### src/alle_pkg.sv
`default_nettype none

package alle_pkg;

  localparam int LIST_SLOTS_DEF = 16;

  localparam logic MODE_INSERT = 1'b0;
  localparam logic MODE_REMOVE = 1'b1;

  typedef struct packed {
    logic               mode;
    logic signed [31:0] value;
    logic        [3:0]  slot;
  } in_item_t;

  typedef struct packed {
    logic               ok;
    logic signed [31:0] removed_value;
    logic        [3:0]  slot_used;
    logic               empty_res;
  } out_item_t;

  // finished result handed from the sequencer to the output register
  typedef struct packed {
    logic      valid;
    out_item_t item;
  } res_t;

endpackage

`default_nettype wire

### src/array_linked_list_engine.sv
`default_nettype none

// channel  | ports                          | moves
// ---------+--------------------------------+------------------------------
// input    | in_valid, in_ready, in_item    | mode, value, slot
// result   | out_valid, out_ready, out_item | ok, removed_value, slot_used,
//          |                                | empty_res
//
// one item at a time; a walk follows at most LIST_SLOTS-1 links, one per cycle
// through the read port of the link memory. an insert into an empty list and a
// remove of the head need no walk; an item refused at the start goes straight to
// its result. untouched link entries answer i+1 through a fill count, so there
// is no clearing pass.
// a waiting result sits in the output register; the sequencer holds its own
// finished result until that register frees, then takes the next item.

module array_linked_list_engine #(
  parameter int LIST_SLOTS = alle_pkg::LIST_SLOTS_DEF
) (
  input  wire logic                clk,
  input  wire logic                rst_n,
  input  wire logic                in_valid,
  output logic                     in_ready,
  input  wire alle_pkg::in_item_t  in_item,
  output logic                     out_valid,
  input  wire logic                out_ready,
  output alle_pkg::out_item_t      out_item
);

  localparam int AW = (LIST_SLOTS > 1) ? $clog2(LIST_SLOTS) : 1;
  localparam int LW = $clog2(LIST_SLOTS + 1);

  logic                lk_re, lk_we;
  logic [AW-1:0]       lk_raddr, lk_waddr;
  logic [LW-1:0]       lk_rdata, lk_wdata;
  logic                vl_re, vl_we;
  logic [AW-1:0]       vl_raddr, vl_waddr;
  logic signed [31:0]  vl_rdata, vl_wdata;
  alle_pkg::res_t      res;
  logic                res_ready;
  logic                out_valid_r;
  alle_pkg::out_item_t out_item_r;

  alle_ctrl #(.N(LIST_SLOTS), .AW(AW), .LW(LW)) u_ctrl (
    .clk      (clk),
    .rst_n    (rst_n),
    .in_valid (in_valid),
    .in_ready (in_ready),
    .in_item  (in_item),
    .res      (res),
    .res_ready(res_ready),
    .lk_re    (lk_re),
    .lk_raddr (lk_raddr),
    .lk_rdata (lk_rdata),
    .lk_we    (lk_we),
    .lk_waddr (lk_waddr),
    .lk_wdata (lk_wdata),
    .vl_re    (vl_re),
    .vl_raddr (vl_raddr),
    .vl_rdata (vl_rdata),
    .vl_we    (vl_we),
    .vl_waddr (vl_waddr),
    .vl_wdata (vl_wdata)
  );

  alle_link_mem #(.N(LIST_SLOTS), .AW(AW), .LW(LW)) u_link_mem (
    .clk  (clk),
    .rst_n(rst_n),
    .re   (lk_re),
    .raddr(lk_raddr),
    .rdata(lk_rdata),
    .we   (lk_we),
    .waddr(lk_waddr),
    .wdata(lk_wdata)
  );

  alle_val_mem #(.N(LIST_SLOTS), .AW(AW)) u_val_mem (
    .clk  (clk),
    .re   (vl_re),
    .raddr(vl_raddr),
    .rdata(vl_rdata),
    .we   (vl_we),
    .waddr(vl_waddr),
    .wdata(vl_wdata)
  );

  // output register
  assign res_ready = !out_valid_r || out_ready;

  always_ff @(posedge clk) begin
    if (!rst_n) begin
      out_valid_r <= 1'b0;
    end else if (res_ready) begin
      out_valid_r <= res.valid;
    end
    if (res_ready && res.valid) begin
      out_item_r <= res.item;
    end
  end

  assign out_valid = out_valid_r;
  assign out_item  = out_item_r;

endmodule

`default_nettype wire

### src/alle_link_mem.sv
`default_nettype none

module alle_link_mem #(
  parameter int N  = alle_pkg::LIST_SLOTS_DEF,
  parameter int AW = 4,
  parameter int LW = 5
) (
  input  wire logic          clk,
  input  wire logic          rst_n,
  input  wire logic          re,
  input  wire logic [AW-1:0] raddr,
  output logic      [LW-1:0] rdata,
  input  wire logic          we,
  input  wire logic [AW-1:0] waddr,
  input  wire logic [LW-1:0] wdata
);

  logic [LW-1:0] mem [N];
  logic [LW-1:0] raw_r;
  logic [LW-1:0] impl_r;
  logic          untouched_r;
  // entries at or above fill_r were never written and still hold their reset link i+1
  logic [LW-1:0] fill_r;
  logic [LW-1:0] fill_nxt;

  always_ff @(posedge clk) begin
    if (we) begin
      mem[waddr] <= wdata;
    end
    if (re) begin
      raw_r       <= mem[raddr];
      impl_r      <= LW'(raddr) + LW'(1);
      untouched_r <= (LW'(raddr) >= fill_r);
    end
  end

  always_comb begin
    fill_nxt = fill_r;
    if (we && (LW'(waddr) == fill_r)) begin
      fill_nxt = fill_r + LW'(1);
    end
  end

  always_ff @(posedge clk) begin
    if (!rst_n) begin
      fill_r <= '0;
    end else begin
      fill_r <= fill_nxt;
    end
  end

  assign rdata = untouched_r ? impl_r : raw_r;

endmodule

`default_nettype wire

### src/alle_val_mem.sv
`default_nettype none

module alle_val_mem #(
  parameter int N  = alle_pkg::LIST_SLOTS_DEF,
  parameter int AW = 4
) (
  input  wire logic               clk,
  input  wire logic               re,
  input  wire logic        [AW-1:0] raddr,
  output logic signed [31:0]      rdata,
  input  wire logic               we,
  input  wire logic        [AW-1:0] waddr,
  input  wire logic signed [31:0] wdata
);

  logic signed [31:0] mem [N];
  logic signed [31:0] rdata_r;

  always_ff @(posedge clk) begin
    if (we) begin
      mem[waddr] <= wdata;
    end
    if (re) begin
      rdata_r <= mem[raddr];
    end
  end

  assign rdata = rdata_r;

endmodule

`default_nettype wire

### src/alle_ctrl.sv
`default_nettype none

module alle_ctrl #(
  parameter int N  = alle_pkg::LIST_SLOTS_DEF,
  parameter int AW = 4,
  parameter int LW = 5
) (
  input  wire logic               clk,
  input  wire logic               rst_n,
  input  wire logic               in_valid,
  output logic                    in_ready,
  input  wire alle_pkg::in_item_t in_item,
  output alle_pkg::res_t          res,
  input  wire logic               res_ready,
  output logic                    lk_re,
  output logic        [AW-1:0]    lk_raddr,
  input  wire logic   [LW-1:0]    lk_rdata,
  output logic                    lk_we,
  output logic        [AW-1:0]    lk_waddr,
  output logic        [LW-1:0]    lk_wdata,
  output logic                    vl_re,
  output logic        [AW-1:0]    vl_raddr,
  input  wire logic signed [31:0] vl_rdata,
  output logic                    vl_we,
  output logic        [AW-1:0]    vl_waddr,
  output logic signed [31:0]      vl_wdata
);

  localparam logic [LW-1:0] NIL = LW'(N);

  typedef enum logic [2:0] {
    S_IDLE,
    S_INS_FREE,
    S_INS_WALK,
    S_RM_HEAD,
    S_RM_WALK,
    S_RM_SPLICE,
    S_RM_FREE,
    S_RESULT
  } state_t;

  state_t               state_r, state_nxt;
  logic      [LW-1:0]   list_head_r, list_head_nxt;
  logic      [LW-1:0]   free_head_r, free_head_nxt;
  logic      [LW-1:0]   fresh_r, fresh_nxt;
  logic      [LW-1:0]   tgt_r, tgt_nxt;
  logic      [LW-1:0]   cur_r, cur_nxt;
  logic      [LW-1:0]   steps_r, steps_nxt;
  alle_pkg::out_item_t  res_r, res_nxt;
  logic                 tgt_in;

  function automatic logic slot_ok(input logic [LW-1:0] x);
    return x < NIL;
  endfunction

  assign tgt_in = (32'(in_item.slot) < 32'(N));

  always_comb begin
    state_nxt     = state_r;
    list_head_nxt = list_head_r;
    free_head_nxt = free_head_r;
    fresh_nxt     = fresh_r;
    tgt_nxt       = tgt_r;
    cur_nxt       = cur_r;
    steps_nxt     = steps_r;
    res_nxt       = res_r;
    lk_re         = 1'b0;
    lk_raddr      = AW'(cur_r);
    lk_we         = 1'b0;
    lk_waddr      = AW'(cur_r);
    lk_wdata      = NIL;
    vl_re         = 1'b0;
    vl_raddr      = AW'(in_item.slot);
    vl_we         = 1'b0;
    vl_waddr      = AW'(free_head_r);
    vl_wdata      = in_item.value;

    case (state_r)
      S_IDLE: begin
        if (in_valid) begin
          res_nxt = '{ok: 1'b0, removed_value: 32'sd0, slot_used: 4'd0,
                      empty_res: !slot_ok(list_head_r)};
          state_nxt = S_RESULT;
          if (in_item.mode == alle_pkg::MODE_INSERT) begin
            if (slot_ok(free_head_r)) begin
              vl_we     = 1'b1;
              lk_re     = 1'b1;
              lk_raddr  = AW'(free_head_r);
              fresh_nxt = free_head_r;
              state_nxt = S_INS_FREE;
            end
          end else begin
            tgt_nxt = LW'(in_item.slot);
            if (slot_ok(list_head_r) && tgt_in) begin
              vl_re = 1'b1;
              lk_re = 1'b1;
              if (list_head_r == LW'(in_item.slot)) begin
                lk_raddr  = AW'(in_item.slot);
                state_nxt = S_RM_HEAD;
              end else begin
                lk_raddr  = AW'(list_head_r);
                cur_nxt   = list_head_r;
                steps_nxt = '0;
                state_nxt = S_RM_WALK;
              end
            end
          end
        end
      end

      S_INS_FREE: begin
        free_head_nxt = lk_rdata;
        lk_we         = 1'b1;
        lk_waddr      = AW'(fresh_r);
        lk_wdata      = NIL;
        if (!slot_ok(list_head_r)) begin
          list_head_nxt = fresh_r;
          res_nxt = '{ok: 1'b1, removed_value: 32'sd0, slot_used: 4'(fresh_r),
                      empty_res: 1'b0};
          state_nxt = S_RESULT;
        end else begin
          lk_re     = 1'b1;
          lk_raddr  = AW'(list_head_r);
          cur_nxt   = list_head_r;
          steps_nxt = '0;
          state_nxt = S_INS_WALK;
        end
      end

      S_INS_WALK: begin
        // tail found, or walk bound hit: hook the fresh node on here
        if (!slot_ok(lk_rdata) || (steps_r == NIL)) begin
          lk_we    = 1'b1;
          lk_waddr = AW'(cur_r);
          lk_wdata = fresh_r;
          res_nxt = '{ok: 1'b1, removed_value: 32'sd0, slot_used: 4'(fresh_r),
                      empty_res: 1'b0};
          state_nxt = S_RESULT;
        end else begin
          cur_nxt   = lk_rdata;
          lk_re     = 1'b1;
          lk_raddr  = AW'(lk_rdata);
          steps_nxt = steps_r + LW'(1);
        end
      end

      S_RM_HEAD: begin
        list_head_nxt = lk_rdata;
        free_head_nxt = tgt_r;
        lk_we         = 1'b1;
        lk_waddr      = AW'(tgt_r);
        lk_wdata      = free_head_r;
        res_nxt = '{ok: 1'b1, removed_value: vl_rdata, slot_used: 4'(tgt_r),
                    empty_res: !slot_ok(lk_rdata)};
        state_nxt = S_RESULT;
      end

      S_RM_WALK: begin
        if (lk_rdata == tgt_r) begin
          lk_re     = 1'b1;
          lk_raddr  = AW'(tgt_r);
          state_nxt = S_RM_SPLICE;
        end else if (!slot_ok(lk_rdata) || (steps_r == NIL)) begin
          res_nxt = '{ok: 1'b0, removed_value: 32'sd0, slot_used: 4'd0,
                      empty_res: !slot_ok(list_head_r)};
          state_nxt = S_RESULT;
        end else begin
          cur_nxt   = lk_rdata;
          lk_re     = 1'b1;
          lk_raddr  = AW'(lk_rdata);
          steps_nxt = steps_r + LW'(1);
        end
      end

      S_RM_SPLICE: begin
        // predecessor skips over the target
        lk_we     = 1'b1;
        lk_waddr  = AW'(cur_r);
        lk_wdata  = lk_rdata;
        state_nxt = S_RM_FREE;
      end

      S_RM_FREE: begin
        free_head_nxt = tgt_r;
        lk_we         = 1'b1;
        lk_waddr      = AW'(tgt_r);
        lk_wdata      = free_head_r;
        res_nxt = '{ok: 1'b1, removed_value: vl_rdata, slot_used: 4'(tgt_r),
                    empty_res: !slot_ok(list_head_r)};
        state_nxt = S_RESULT;
      end

      S_RESULT: begin
        if (res_ready) begin
          state_nxt = S_IDLE;
        end
      end

      default: begin
        state_nxt = S_IDLE;
      end
    endcase
  end

  always_ff @(posedge clk) begin
    if (!rst_n) begin
      state_r     <= S_IDLE;
      list_head_r <= NIL;
      free_head_r <= '0;
    end else begin
      state_r     <= state_nxt;
      list_head_r <= list_head_nxt;
      free_head_r <= free_head_nxt;
    end
    fresh_r <= fresh_nxt;
    tgt_r   <= tgt_nxt;
    cur_r   <= cur_nxt;
    steps_r <= steps_nxt;
    res_r   <= res_nxt;
  end

  assign in_ready   = (state_r == S_IDLE);
  assign res.valid  = (state_r == S_RESULT);
  assign res.item   = res_r;

endmodule

`default_nettype wire

### config.mk
export PLATFORM = sky130hd
export DESIGN_NAME = array_linked_list_engine
export DESIGN_NICKNAME = d
export VERILOG_FILES = /design/src/alle_pkg.sv /design/src/array_linked_list_engine.sv /design/src/alle_link_mem.sv /design/src/alle_val_mem.sv /design/src/alle_ctrl.sv
export SDC_FILE = /design/constraint.sdc
export NUM_CORES = 1
export LEC_CHECK = 0
export ABC_AREA = 0
export CORE_ASPECT_RATIO = 1.5
export CORE_MARGIN = 3
export CORE_UTILIZATION = 35
export DETAILED_ROUTE_END_ITERATION = 8
export DONT_BUFFER_PORTS = 1
export PLACE_DENSITY = 0.46
export SLEW_MARGIN = 0
export SYNTH_ARGS = -nofsm -noshare
export SYNTH_HDL_FRONTEND = slang
export SYNTH_SLANG_ARGS = --single-unit
### constraint.sdc
create_clock -name clk -period 6.81 [get_ports clk]
set_clock_uncertainty 0.15 [all_clocks]
set_input_delay 0.681 -clock clk [delete_from_list [all_inputs] [get_ports clk]]
set_output_delay 0.681 -clock clk [all_outputs]
set_load 0.005 [all_outputs]
## Word level (Yosys, flattened, before mapping)

Memory sizes are Yosys's and may differ from the RTL's. A register that Yosys moved wholly into a read port is not among the register bits.
Index checks and enable logic that the tools add are counted.

- Register bits after elaboration: 120
- Input bits: 41
- Output and inout bits: 40
- RAM bits: 592
- Memories: 2

- Reduce and logical (&&, ||, !) cells: 20
- $lt $le $gt $ge: 4
- Bitwise gates (word level): 1
- Mux-type cells: 67
- Add/subtract/negate cells: 3
- Equal/unequal tests: 21

Memory list:

| memory | words | bits a word | read ports | clocked after Yosys merged registers in | wr ports | line | RTL |
|---|---|---|---|---|---|---|---|
| u_val_mem.mem | 16 | 32 | 1 | 1 | 1 | alle_val_mem.sv:16 | `logic signed [31:0] mem [N];` |
| u_link_mem.mem | 16 | 5 | 1 | 1 | 1 | alle_link_mem.sv:18 | `logic [LW-1:0] mem [N];` |

Operators with widths:

| cell | number |
|---|---|
| one-hot mux 38 bit (6 select lines) | 1 |
| 2-to-1 mux 38 bit | 5 |
| 2-to-1 mux 5 bit | 17 |
| one-hot mux 5 bit (4 select lines) | 2 |
| 2-to-1 mux 4 bit | 8 |
| 2-to-1 mux 3 bit | 9 |
| one-hot mux 3 bit (7 select lines) | 1 |
| one-hot mux 5 bit (2 select lines) | 2 |
| 2-to-1 mux 1 bit | 17 |
| one-hot mux 4 bit (4 select lines) | 1 |
| < comparator 5 bit (second input constant) | 3 |
| one-hot mux 5 bit (3 select lines) | 1 |
| equality test 3 bit (second input constant) | 4 |
| != test 2 x 1 -> 1 bit (second input constant) | 6 |
| adder 5 x 1 -> 5 bit (second input constant) | 2 |
| equality test 5 x 4 -> 1 bit | 2 |
| != test 2 bit (second input constant) | 4 |
| one-hot mux 4 bit (2 select lines) | 1 |
| AND reduction 7 bit | 1 |
| equality test 3 x 2 -> 1 bit (second input constant) | 2 |
| AND reduction 6 bit | 1 |
| nonzero test 6 bit | 1 |
| adder 4 x 1 -> 5 bit (second input constant) | 1 |
| equality test 4 x 5 -> 1 bit | 1 |
| 17 further kinds | 23 |

## Longest topological paths before layout

Gate-level depths: netlist of run 1.

- Depth in word-level cells: 8
- Depth in mapped cells: 18
- Gate-level depth less buffers: 14

## Cells and area by module

Synthesis of run 1 repeated with hierarchy kept, for this count alone.

- Cells, all modules: 1523
- Area total of the unflattened synthesis: 29412.0 µm²

Modules (own cells, without submodules):

| module | area an instance (µm²) | cells each | times used | sequential area each (µm²) |
|---|---|---|---|---|
| alle_val_mem | 20155.6 | 838 | 1 | 16335.7 |
| alle_ctrl | 4066.4 | 404 | 1 | 1941.9 |
| alle_link_mem | 3991.3 | 238 | 1 | 2832.7 |
| array_linked_list_engine | 1198.6 | 43 | 1 | 1161.1 |

## Worst setup path after synthesis of run 1

No wires, ideal clock.

- Path kind: flip-flop to flip-flop
- Start: reg u_ctrl.state_r[2]
- End: mem u_val_mem.mem[0][0], enable pin
- Required time: 6.199 ns
- Path slack: 1.748 ns
- Buffers on the path: 2
- Stages on the path, launching flop included: 9
- Period minus slack after synthesis: 5.062 ns
- Data arrival time: 4.451 ns
- Path through: dfxtp_1 clkbuf_2 or3_1 clkbuf_1 inv_2 nand2_1 nor3_1 or3b_2 nor3_1

- Word-level cells in the longest chain between the ends: 4

RTL lines:

| item | line | RTL |
|---|---|---|
| start: declaration | alle_ctrl.sv:42 | `state_t state_r, state_nxt;` |
| start signal: assignment | alle_ctrl.sv:211 | `state_r <= state_nxt;` |
| zero test 3 bit | -- |  |
| named net in_ready | array_linked_list_engine.sv:23 | `output logic in_ready,` |
| 2-to-1 mux 1 bit | alle_ctrl.sv:78 | `case (state_r)` |
| 2-to-1 mux 1 bit | alle_val_mem.sv:20 | `if (we) begin` |
| 2-to-1 mux 1 bit (not written as such) | alle_val_mem.sv:21 | `mem[waddr] <= wdata;` |
| end: declaration | alle_val_mem.sv:16 |  |

The timed path passes the listed nets, and every way through them passes these cells.

## Worst setup path in the final report of run 1

- Start: reg u_ctrl.state_r[2]
- End: reg u_link_mem.raw_r[0] (read register of u_link_mem.mem) (data pin)

- Word-level cells in the longest chain between the ends: 2
- Elaborated cells on any way between the ends: 6
- Those cells by class: 3 x eq/ne; 2 x mux; 1 x reduce/logical

RTL lines:

| item | line | RTL |
|---|---|---|
| equality test 3 bit, or another cell as far along | -- |  |
| one-hot mux 4 bit (4 select lines) or one-hot mux 1 bit (4 select lines) (tied branches) | alle_ctrl.sv:78 |  |
| end: declaration | alle_link_mem.sv:19 | `logic [LW-1:0] raw_r;` |

Several ways; a longest one is shown, not always the timed one.
A chain may end at the register's enable or synchronous reset.

==> results of run 1 <==
-- sequential cells by signal (all words and copies together), names as in the netlist --
| signal | cells |
|---|---|
| u_ctrl.steps_r | 5 |
| u_link_mem.mem | 80 |
| u_ctrl.state_r | 3 |
| out_valid | 1 |
| u_link_mem.fill_r | 5 |
| u_ctrl.tgt_r | 4 |
| u_link_mem.raw_r | 5 |
| u_ctrl.free_head_r | 5 |
| u_ctrl.cur_r | 4 |
| u_val_mem.mem | 512 |
| out_item | 38 |
| u_ctrl.fresh_r | 5 |
| u_link_mem.impl_r | 5 |
| u_val_mem.rdata | 32 |
| u_ctrl.list_head_r | 5 |
| u_ctrl.res | 38 |
| u_link_mem.untouched_r | 1 |
-- final cells by class --
| type | count | share of cell area |
|---|---|---|
| sequential | 748 | 0.666 |
| multi-input combinational | 614 | 0.204 |
| clock buffer | 90 | 0.0597 |
| tap | 1113 | 0.0416 |
| timing repair buffer | 59 | 0.0158 |
| clock inverter | 40 | 0.0112 |
| inverter | 17 | 0.00194 |
| antenna | 3 | 0.000224 |
-- cell families (layout without fill, tap and decap cells) --
kind of cell,after synthesis,after routing,share of synthesized area
xor gates and xnor gates,19,19,0.00567
adders and majority gates,9,9,0.00375
and+or+nand+nor,245,245,0.0433
AOI/OAI and AO/OA,122,122,0.0311
buffers and inverters,90,206,0.0137
muxes,219,219,0.144
other,0,3,0
DFF,748,748,0.759
-- where the power goes --
group / switching, mW / total, mW / internal (mW)
clock: 1.70 / 4.05 / 2.35
sequential: 0.273 / 5.95 / 5.67
combinational: 1.74 / 2.71 / 0.971
total: 3.71 / 12.7 / 8.99
-- worst min-delay path by stage --
stage | to | cells past startpoint | slack (ns) | startpoint
after detailed placement | out_item[14]$_DFFE_PP_ | 0 | 0.26 | u_ctrl.res[14]$_DFFE_PP_
final | u_ctrl.list_head_r[3]$_SDFFE_PN0P_ | 1 | 0.05 | rst_n
after global routing | u_ctrl.list_head_r[3]$_SDFFE_PN0P_ | 1 | 0.01 | rst_n
after floorplan | out_item[0]$_DFFE_PP_ | 0 | 0.25 | u_ctrl.res[0]$_DFFE_PP_
after global placement | out_item[23]$_DFFE_PP_ | 0 | 0.26 | u_ctrl.res[23]$_DFFE_PP_
after CTS | u_ctrl.list_head_r[3]$_SDFFE_PN0P_ | 1 | 0.005 | rst_n
-- timing repair --
item	4_1_cts	5_1_grt
resized for setup	0	0
hold buffers	34	0
hold endpoints to repair	517	0
setup buffers	0	0
-- stage by stage --
stage          instance area, µm²   util  total power, mW  hold slack (ns)
6_report                    33500  0.404             12.7           0.0494
2_1_floorplan               29400      -             7.90            0.250
3_5_place_dp                30700  0.371             8.73            0.258
5_1_grt                     33400  0.404             13.3           0.0132
4_1_cts                     33400  0.404             12.9          0.00452
3_3_place_gp                30700  0.371             8.71            0.255
-- metal layers --
metal	vias up	GRT usage	wire, µm
li1	6087	-	-
met1	7638	0.210	29800
met2	326	0.310	39900
met3	107	0.0297	3200
met4	2	0.0511	1730
met5	-	0	8
-- critical path: cells and delay by family, from the launching register on --
| family | cells | cell delay [ns] |
|---|---|---|
| buffers and inverters | 1 | 0.49 |
| AND/OR/NAND/NOR | 6 | 1.89 |
| AO/OA/AOI/OAI | 1 | 0.56 |
| multiplexers | 1 | 0.27 |
| flip-flops | 1 | 0.93 |
-- cells in the final DEF, fill, tap and decap left out, types with 9 or more instances in the layout --
cell type	count
clkinv_1	21
nand2_1	45
nor3_1	18
mux4_2	160
xnor2_1	10
dfxtp_1	19
nor2b_1	19
nand2b_1	18
edfxtp_1	729
nand3_1	13
clkbuf_16	78
clkbuf_1	12
or3_1	12
nor2_1	40
a21oi_1	20
xor2_1	9
o21ai_0	16
and2_1	40
o22ai_1	11
mux2i_1	49
buf_4	25
inv_1	15
dlygate4sd3_1	34
nor2_4	15
==> metrics.txt, run 1 <==
number of synthesis warnings=0; WS Path Type=reg2reg; top post-synthesis cells by area=edfxtp_1 75%, mux4_2 12%, mux2i_1 1.7%; Worst Slack Setup Final=around 2.2 ns; Num CTS Buffers=75; port bufs=0; # setup viols final=0; setup TNS=0 ns; synth cell count leaders=729 x edfxtp_1, 160 x mux4_2, 54 x nor2_1; final net count=between 1500 and 2000; row cnt=around 130; DIE WIDTH=~240 µm; P_leak=~11 nW; share of cells above drive strength 1=0.209; # Max-Cap Violations=0; vias=~14000; placed insts=approximately 2500; DR pass1 iterations=6; Hold Path Class=in2reg; Vias/cell=approximately 5.3; number of global-route vias before repair=between 15000 and 20000; worst reg2reg path startpoint=u_ctrl.state_r[2]$_SDFFE_PN0P_; post-synth top area cell=edfxtp_1; TritonCTS clock tree=yes; Synth async-reset ratio=0; FF+latch area=~22000 µm²; Place WS=around 2.3 ns; post-synthesis register bit count=~750; final worst path period share=0.675; clk buf depth=3; Final ANT Viol Nets=0; antenna violations before repair=3; Max FO, Critical Path=26; boundary pin count=81; worst-path cell chain=nor2b_1 -> nor2b_1 -> and2_0 -> a221o_2 -> buf_4 -> mux2i_1 -> nor3_1 -> or3_1 -> or3_1; number of flops mapped to enable cells by yosys=between 700 and 800; gpl congestion=roughly 0.87; grt total ovfl=0; power per cell area=about 380 nW/µm²; multi-input logic area=~6800 µm²; FF-to-FF End=u_link_mem.raw_r[0]$_DFFE_PP_; Die Y=roughly 360 µm; fillers=between 7000 and 8000; Initial Util=0.355; HPWL Detailed=slightly above 40 mm; first-pass GRT wire length=109 mm; Fmax achieved=roughly 220 MHz; ys flop type=edfxtp_1; Cell variety after synth=76; Routed WL per cell=between 20 and 30 µm; crit path from=u_ctrl.state_r[2]$_SDFFE_PN0P_; all-layer global routing usage=0.171; H-tree depth=3; most common cell in the netlist=edfxtp_1; Peak VDD IR=~0.00024 V; startpoint types=flop; register area share after synthesis=0.759; Layout area overhead=14.0%; clock sink count=around 750; Post-Route WL=roughly 75 mm; Worst EP arrival=approximately 4.8 ns; Mapped Area=approximately 29000 µm²; Synth top area share=0.746; Pins Over Slew Limit=0; Mapped Nets=1501; Period minus WS final=roughly 4.6 ns; critical path endpoint=u_link_mem.raw_r[0]$_DFFE_PP_; crit end category=flop; Finished Layout Cells=~2700; max_slew headroom=0.234; largest net degree at the start of global routing=roughly 130; Slew @ Worst Pin=1.15 ns; Core ar.=roughly 83000 µm²; Syn Inst Count=~1500; DRC viols=0; Initial DRC Count=around 1100; RSZ-0062 raised after global routing=no; area of the die=between 80000 and 90000 µm²; Avg Synthesized Cell Area=roughly 20 µm²; slowest stage delay, CP=between 0.9 and 1 ns; R2R Setup Slk=~2.2 ns; Worst-Skew Late Latency=approximately 0.62 ns; slowest CP cell=dfxtp_1; Root Buffer=clkbuf_16; Worst-path clk slew=about 0.07 ns; status=finished clean; r2r worst-path depth=9; Final Hold Viols=0; CP required=~7 ns
(Power assumes the default switching activity.)
==> run 2, diff against run 1 <==
--- a/config.mk
+++ b/config.mk
@@ -5,13 +5,13 @@
 export SDC_FILE = /design/constraint.sdc
 export NUM_CORES = 1
 export LEC_CHECK = 0
-export ABC_AREA = 0
+export ABC_AREA = 1
 export CORE_ASPECT_RATIO = 1.5
 export CORE_MARGIN = 3
 export CORE_UTILIZATION = 35
 export DETAILED_ROUTE_END_ITERATION = 8
 export DONT_BUFFER_PORTS = 1
-export PLACE_DENSITY = 0.46
+export PLACE_DENSITY = 0.48
 export SLEW_MARGIN = 0
 export SYNTH_ARGS = -nofsm -noshare
 export SYNTH_HDL_FRONTEND = slang
==> constraint.sdc (replaced) <==
create_clock -name clk -period 3.8 [get_ports clk]
set_clock_uncertainty 0.15 [all_clocks]
set_input_delay 0.38 -clock clk [delete_from_list [all_inputs] [get_ports clk]]
set_output_delay 0.38 -clock clk [all_outputs]
set_load 0.005 [all_outputs]
==> metrics.txt, run 2 <==
status=finished clean; crit end category=flop; Routed WL per cell=23.5 µm; # Max-Cap Violations=0; Vias/cell=between 5 and 6; TritonCTS clock tree=yes; FF-to-FF End=u_link_mem.untouched_r$_DFFE_PP_; Avg Synthesized Cell Area=13.1 µm²; power per cell area=660 nW/µm²; RSZ-0062 raised after global routing=no; Worst-Skew Late Latency=0.62 ns; Initial DRC Count=approximately 1300; gpl congestion=between 0.8 and 0.9; register area share after synthesis=0.727; Core ar.=between 80000 and 90000 µm²; Final Hold Viols=0; commonest cells after routing, fill and taps aside=729 x edfxtp_1, 308 x inv_1, 182 x nand2_1; met1 usage=0.230; met3 Usage GRT=0.0236; max_slew headroom=0.164; port bufs=0; Post-Route WL=roughly 84 mm; multi-input logic area=~6800 µm²; top post-synthesis cells by area=edfxtp_1 71%, mux2i_1 4.2%, inv_1 3.8%; Pins Over Slew Limit=0; Mapped Nets=around 2400; clock sink count=around 750; critical path endpoint=u_link_mem.untouched_r$_DFFE_PP_; row cnt=roughly 130; ys flop type=edfxtp_1; largest net degree at the start of global routing=between 300 and 400; setup TNS=0 ns; Worst-path clk slew=approximately 0.06 ns; most flop-heavy register=u_val_mem.mem; share of cells above drive strength 1=0.0863; Cell variety after synth=47; fillers=8082; Synth top area share=0.715; number of global-route vias before repair=around 18000; Final ANT Viol Nets=0; largest registers=u_val_mem.mem (512), u_link_mem.mem (80); H-tree depth=3; GR peak layer=met2; boundary pin count=81; DR pass1 iterations=7; Period minus WS final=3.34 ns; R2R Setup Slk=approximately 0.46 ns; Max FO, Critical Path=13; grt total ovfl=0; clk buf depth=3; crit path from=u_link_mem.untouched_r$_DFFE_PP_; post-synthesis register bit count=around 750; Layout area overhead=14.3%; Finished Cell Area=between 30000 and 40000 µm²; HPWL Detailed=about 46 mm; antenna violations before repair=8; most common cell after layout, fill and taps aside=edfxtp_1; P_leak=12.6 nW; Syn Inst Count=between 2000 and 2500; startpoint types=flop; most common cell in the netlist=edfxtp_1; Die Y=368 µm; max reg flops=512; Mapped Area=~31000 µm²; Slew @ Worst Pin=1.24 ns; Synth async-reset ratio=0; final net count=2415; WS Path Type=reg2reg; DIE WIDTH=~250 µm; worst reg2reg path startpoint=u_link_mem.untouched_r$_DFFE_PP_; Root Buffer=clkbuf_16; Initial Util=0.354; post-synth top area cell=edfxtp_1; FF+latch area=between 20000 and 25000 µm²; Post-CTS Setup Bufs=0; Worst EP arrival=about 3.6 ns; Num CTS Buffers=73; CTS resizes=0; r2r worst-path depth=12; final worst path period share=0.878; DP Area=roughly 32000 µm²; # setup viols final=0; all-layer global routing usage=0.184; synth cell count leaders=729 x edfxtp_1, 309 x inv_1, 182 x nand2_1; DRC viols=0; Hold Path Class=in2reg; first-pass GRT wire length=approximately 120 mm; number of synthesis warnings=0; met2 Use GR=0.324; number of flops mapped to enable cells by yosys=roughly 730; area of the die=about 91000 µm²; Peak VDD IR=between 0.0003 and 0.0004 V; Fmax achieved=300 MHz; vias=approximately 18000; hold_buf cts=between 40 and 50; CP required=around 4.0 ns
## run 2: per-stage QoR
stage          hold WS, ns  power (mW)  utilization  std cells  setup slack (ns)
3_3_place_gp         0.251        15.9        0.372       3387             0.475
6_report            0.0203        23.1        0.405       3567             0.463
4_1_cts           0.000121        23.4        0.404       3562             0.450
5_1_grt             0.0321        24.3        0.405       3567             0.186
3_5_place_dp         0.258        16.0        0.372       3387             0.469
2_1_floorplan        0.250        14.3            -       2330             0.441
## run 2: worst max-delay path: stages (launching register included)
cell      delay (ns)
edfxtp_1        0.54
o21ai_2         0.34
nand2_1         0.33
o21ai_1         0.29
o22ai_1         0.10
nor2_1          0.09
nand2_1         0.07
o21ai_2         0.26
inv_2           0.26
ha_1            0.34
o21a_1          0.10
o21ai_0         0.14
a21oi_1         0.08
## run 2: worst min-delay path by stage
stage,start,endpoint,cells after the start
finish,in_item[2],u_val_mem.rdata[5]$_DFFE_PP_,3
global route,in_item[2],u_val_mem.rdata[9]$_DFFE_PP_,3
CTS,in_item[2],u_val_mem.rdata[5]$_DFFE_PP_,3
detailed placement,u_ctrl.res[16]$_DFFE_PP_,out_item[16]$_DFFE_PP_,0
global placement,u_ctrl.res[8]$_DFFE_PP_,out_item[8]$_DFFE_PP_,0
floorplan,u_ctrl.res[0]$_DFFE_PP_,out_item[0]$_DFFE_PP_,0
## run 2: report_power, final
group | total (mW) | internal [mW] | leakage [nW] | switching, mW
clock network | 7.18 | 4.09 | 1.15 | 3.09
registers | 10.6 | 10.2 | 6.81 | 0.395
logic | 5.34 | 1.47 | 4.60 | 3.87
total | 23.1 | 15.8 | 12.6 | 7.36
## run 2: area by class of cell
cell class              instances  area share
flip-flops and latches        748       0.636
multi-input cells            1138       0.194
clock buffers                  87      0.0555
well taps                    1139      0.0407
inverters                     322      0.0347
repair buffers                 83      0.0264
clock inverters                45      0.0118
diodes                          5    0.000357
## run 2: logic make-up (layout without fill, tap and decap cells)
family | count (synthesis) | count (layout) | synth area share
AOI/OAI and AO/OA | 508 | 508 | 0.0966
xor gates and xnor gates | 9 | 9 | 0.00282
adders and majority gates | 8 | 8 | 0.00327
buffers and inverters | 444 | 537 | 0.0568
DFF | 748 | 748 | 0.727
muxes | 128 | 128 | 0.0418
other | 0 | 5 | 0
and+or+nand+nor | 485 | 485 | 0.0718
## run 2: metal layers
layer,up-vias,share of wire
met1,9271,0.42
met2,458,0.51
met3,157,0.040
met5,-,0
li1,8524,-
met4,0,0.032
==> run 3, diff against run 2 <==
--- a/config.mk
+++ b/config.mk
@@ -6,7 +6,7 @@
 export NUM_CORES = 1
 export LEC_CHECK = 0
 export ABC_AREA = 1
-export CORE_ASPECT_RATIO = 1.5
+export CORE_ASPECT_RATIO = 1.1
 export CORE_MARGIN = 3
 export CORE_UTILIZATION = 35
 export DETAILED_ROUTE_END_ITERATION = 8
==> constraint.sdc (replaced) <==
create_clock -name clk -period 3.8 [get_ports clk]
set_clock_uncertainty 0.15 [all_clocks]
set_input_delay 0.38 -clock clk [delete_from_list [all_inputs] [get_ports clk]]
set_output_delay 0.38 -clock clk [all_outputs]
set_load 0.01 [all_outputs]
==> metrics.txt, run 3 (synthesis results as in run 2) <==
Vias/cell=approximately 5.1; power per cell area=~670 nW/µm²; clk buf depth=3; Final Hold Viols=0; P_leak=12.6 nW; Post-CTS Setup Bufs=0; Layout area overhead=14.6%; port bufs=0; Initial DRC Count=1400; most flop-heavy register=u_val_mem.mem; Root Buffer=clkbuf_16; Combinational Power Share=0.228; final worst path period share=0.826; Hold Path Class=in2reg; DRC viols=0; DIE WIDTH=between 200 and 300 µm; Fmax achieved=318 MHz; Worst EP arrival=roughly 3.4 ns; number of global-route vias before repair=18100; grt total ovfl=0; H-tree depth=3; Final ANT Viol Nets=0; commonest cells after routing, fill and taps aside=729 x edfxtp_1, 307 x inv_1, 182 x nand2_1; Post-Route WL=81.0 mm; TritonCTS clock tree=yes; Hold Slack=about 0.064 ns; share of cells above drive strength 1=0.0909; Worst-path clk slew=about 0.060 ns; Sw Ratio=0.317; Initial Util=0.354; row cnt=between 100 and 150; final core occ=0.406; antenna violations before repair=5; Int Power=roughly 16 mW; # setup viols final=0; Peak VDD IR=about 0.0007 V; all-layer global routing usage=0.177; Finished Cell Area=roughly 35000 µm²; Routed WL per cell=approximately 23 µm; largest registers=u_val_mem.mem (512), u_link_mem.mem (80); clock share of power=0.316; first-pass GRT wire length=about 120 mm; CP required=4.01 ns; largest net degree at the start of global routing=just under 400; Tot Pwr=about 23 mW; # Max-Cap Violations=0; DP Area=32200 µm²; final net count=roughly 2400; Max FO, Critical Path=42; startpoint types=flop; Pins Over Slew Limit=0; WS Path Type=reg2reg; boundary pin count=81; vias=~18000; RSZ-0062 raised after global routing=no; setup TNS=0 ns; HPWL Detailed=around 45 mm; status=finished clean; DR pass1 iterations=5; Psw=~7.4 mW; Worst-Skew Late Latency=0.62 ns; Num CTS Buffers=80; clock sink count=roughly 750; max reg flops=roughly 500; crit end category=flop; most common cell after layout, fill and taps aside=edfxtp_1; area of the die=slightly above 90000 µm²; Slew @ Worst Pin=approximately 1.2 ns; Period minus WS final=between 3 and 4 ns; gpl congestion=around 0.9; Core ar.=about 87000 µm²; max_slew headroom=0.172; Die Y=~320 µm; share of power burned in registers=0.456
-- run 3: cell count changes in the layout (fill, tap and decap cells not counted), sizes merged --
| cell | previous run | this run |
|---|---|---|
| buf | 44 | 48 |
| bufinv | 6 | 5 |
| clkbuf | 87 | 101 |
| clkinv | 34 | 29 |
| clkinvlp | 3 | 7 |
| diode | 5 | 3 |
| dlygate4sd3 | 39 | 42 |
| inv | 324 | 323 |
-- run 3: path summary, 6_finish.rpt --
kind,start,end,slack (ns),depth (start not counted)
setup / recovery,u_ctrl.state_r[0]$_SDFFE_PN0P_,u_link_mem.raw_r[0]$_DFFE_PP_,0.66,13
hold / removal,in_item[2],u_val_mem.rdata[22]$_DFFE_PP_,0.06,3
setup reg to reg,u_ctrl.state_r[0]$_SDFFE_PN0P_,u_link_mem.raw_r[0]$_DFFE_PP_,0.66,13
hold reg to reg,u_ctrl.res[23]$_DFFE_PP_,out_item[23]$_DFFE_PP_,0.27,0
-- run 3: critical path, stage by stage, from the launching register on --
cell	delay, ns
dfxtp_1	0.37
nor2_2	0.23
nand2_2	0.11
nor2_1	0.46
inv_1	0.24
nand2_1	0.15
nand2_1	0.13
nand3_4	0.11
buf_4	0.38
nand2_1	0.10
nand3_1	0.10
nand3_1	0.12
nand3_1	0.14
nand2_1	0.07
-- run 3: per-layer routing --
layer,up-vias,wire [µm],global-route usage
met3,110,3670,0.0273
met2,454,38900,0.293
met5,-,0,0
met1,9256,37000,0.246
met4,0,1500,0.0447
li1,8553,-,-
-- run 3: power groups by stage --
stage | clock network (mW) | registers (mW) | logic (mW)
finish | 7.38 | 10.7 | 5.33
global route | 7.93 | 10.7 | 5.92
CTS | 7.61 | 10.7 | 5.36
detailed placement | 0 | 10.8 | 5.19
global placement | 0 | 10.8 | 5.14
floorplan | 0 | 10.6 | 3.67
-- run 3: final cells by class --
cell class	count	area (µm²)
inverters	322	1210
flip-flops and latches	748	22300
clock inverters	42	374
diodes	3	7.51
repair buffers	90	908
clock buffers	101	2090
fillers	8082	51400
well taps	1150	1440
multi-input cells	1138	6810
-- run 3: timing repair --
item,in CTS,in global routing
gates resized for setup,0,0
endpoints found under the setup margin,0,0
hold buffers,44,0
endpoints found under the hold margin,567,0
-- run 3: stage by stage --
| stage | std cells | setup WS [ns] |
|---|---|---|
| 6_report | 3594 | 0.659 |
| 5_1_grt | 3591 | 0.415 |
| 4_1_cts | 3591 | 0.677 |
| 3_5_place_dp | 3404 | 0.686 |
| 3_3_place_gp | 3404 | 0.727 |
| 2_1_floorplan | 2330 | 0.441 |
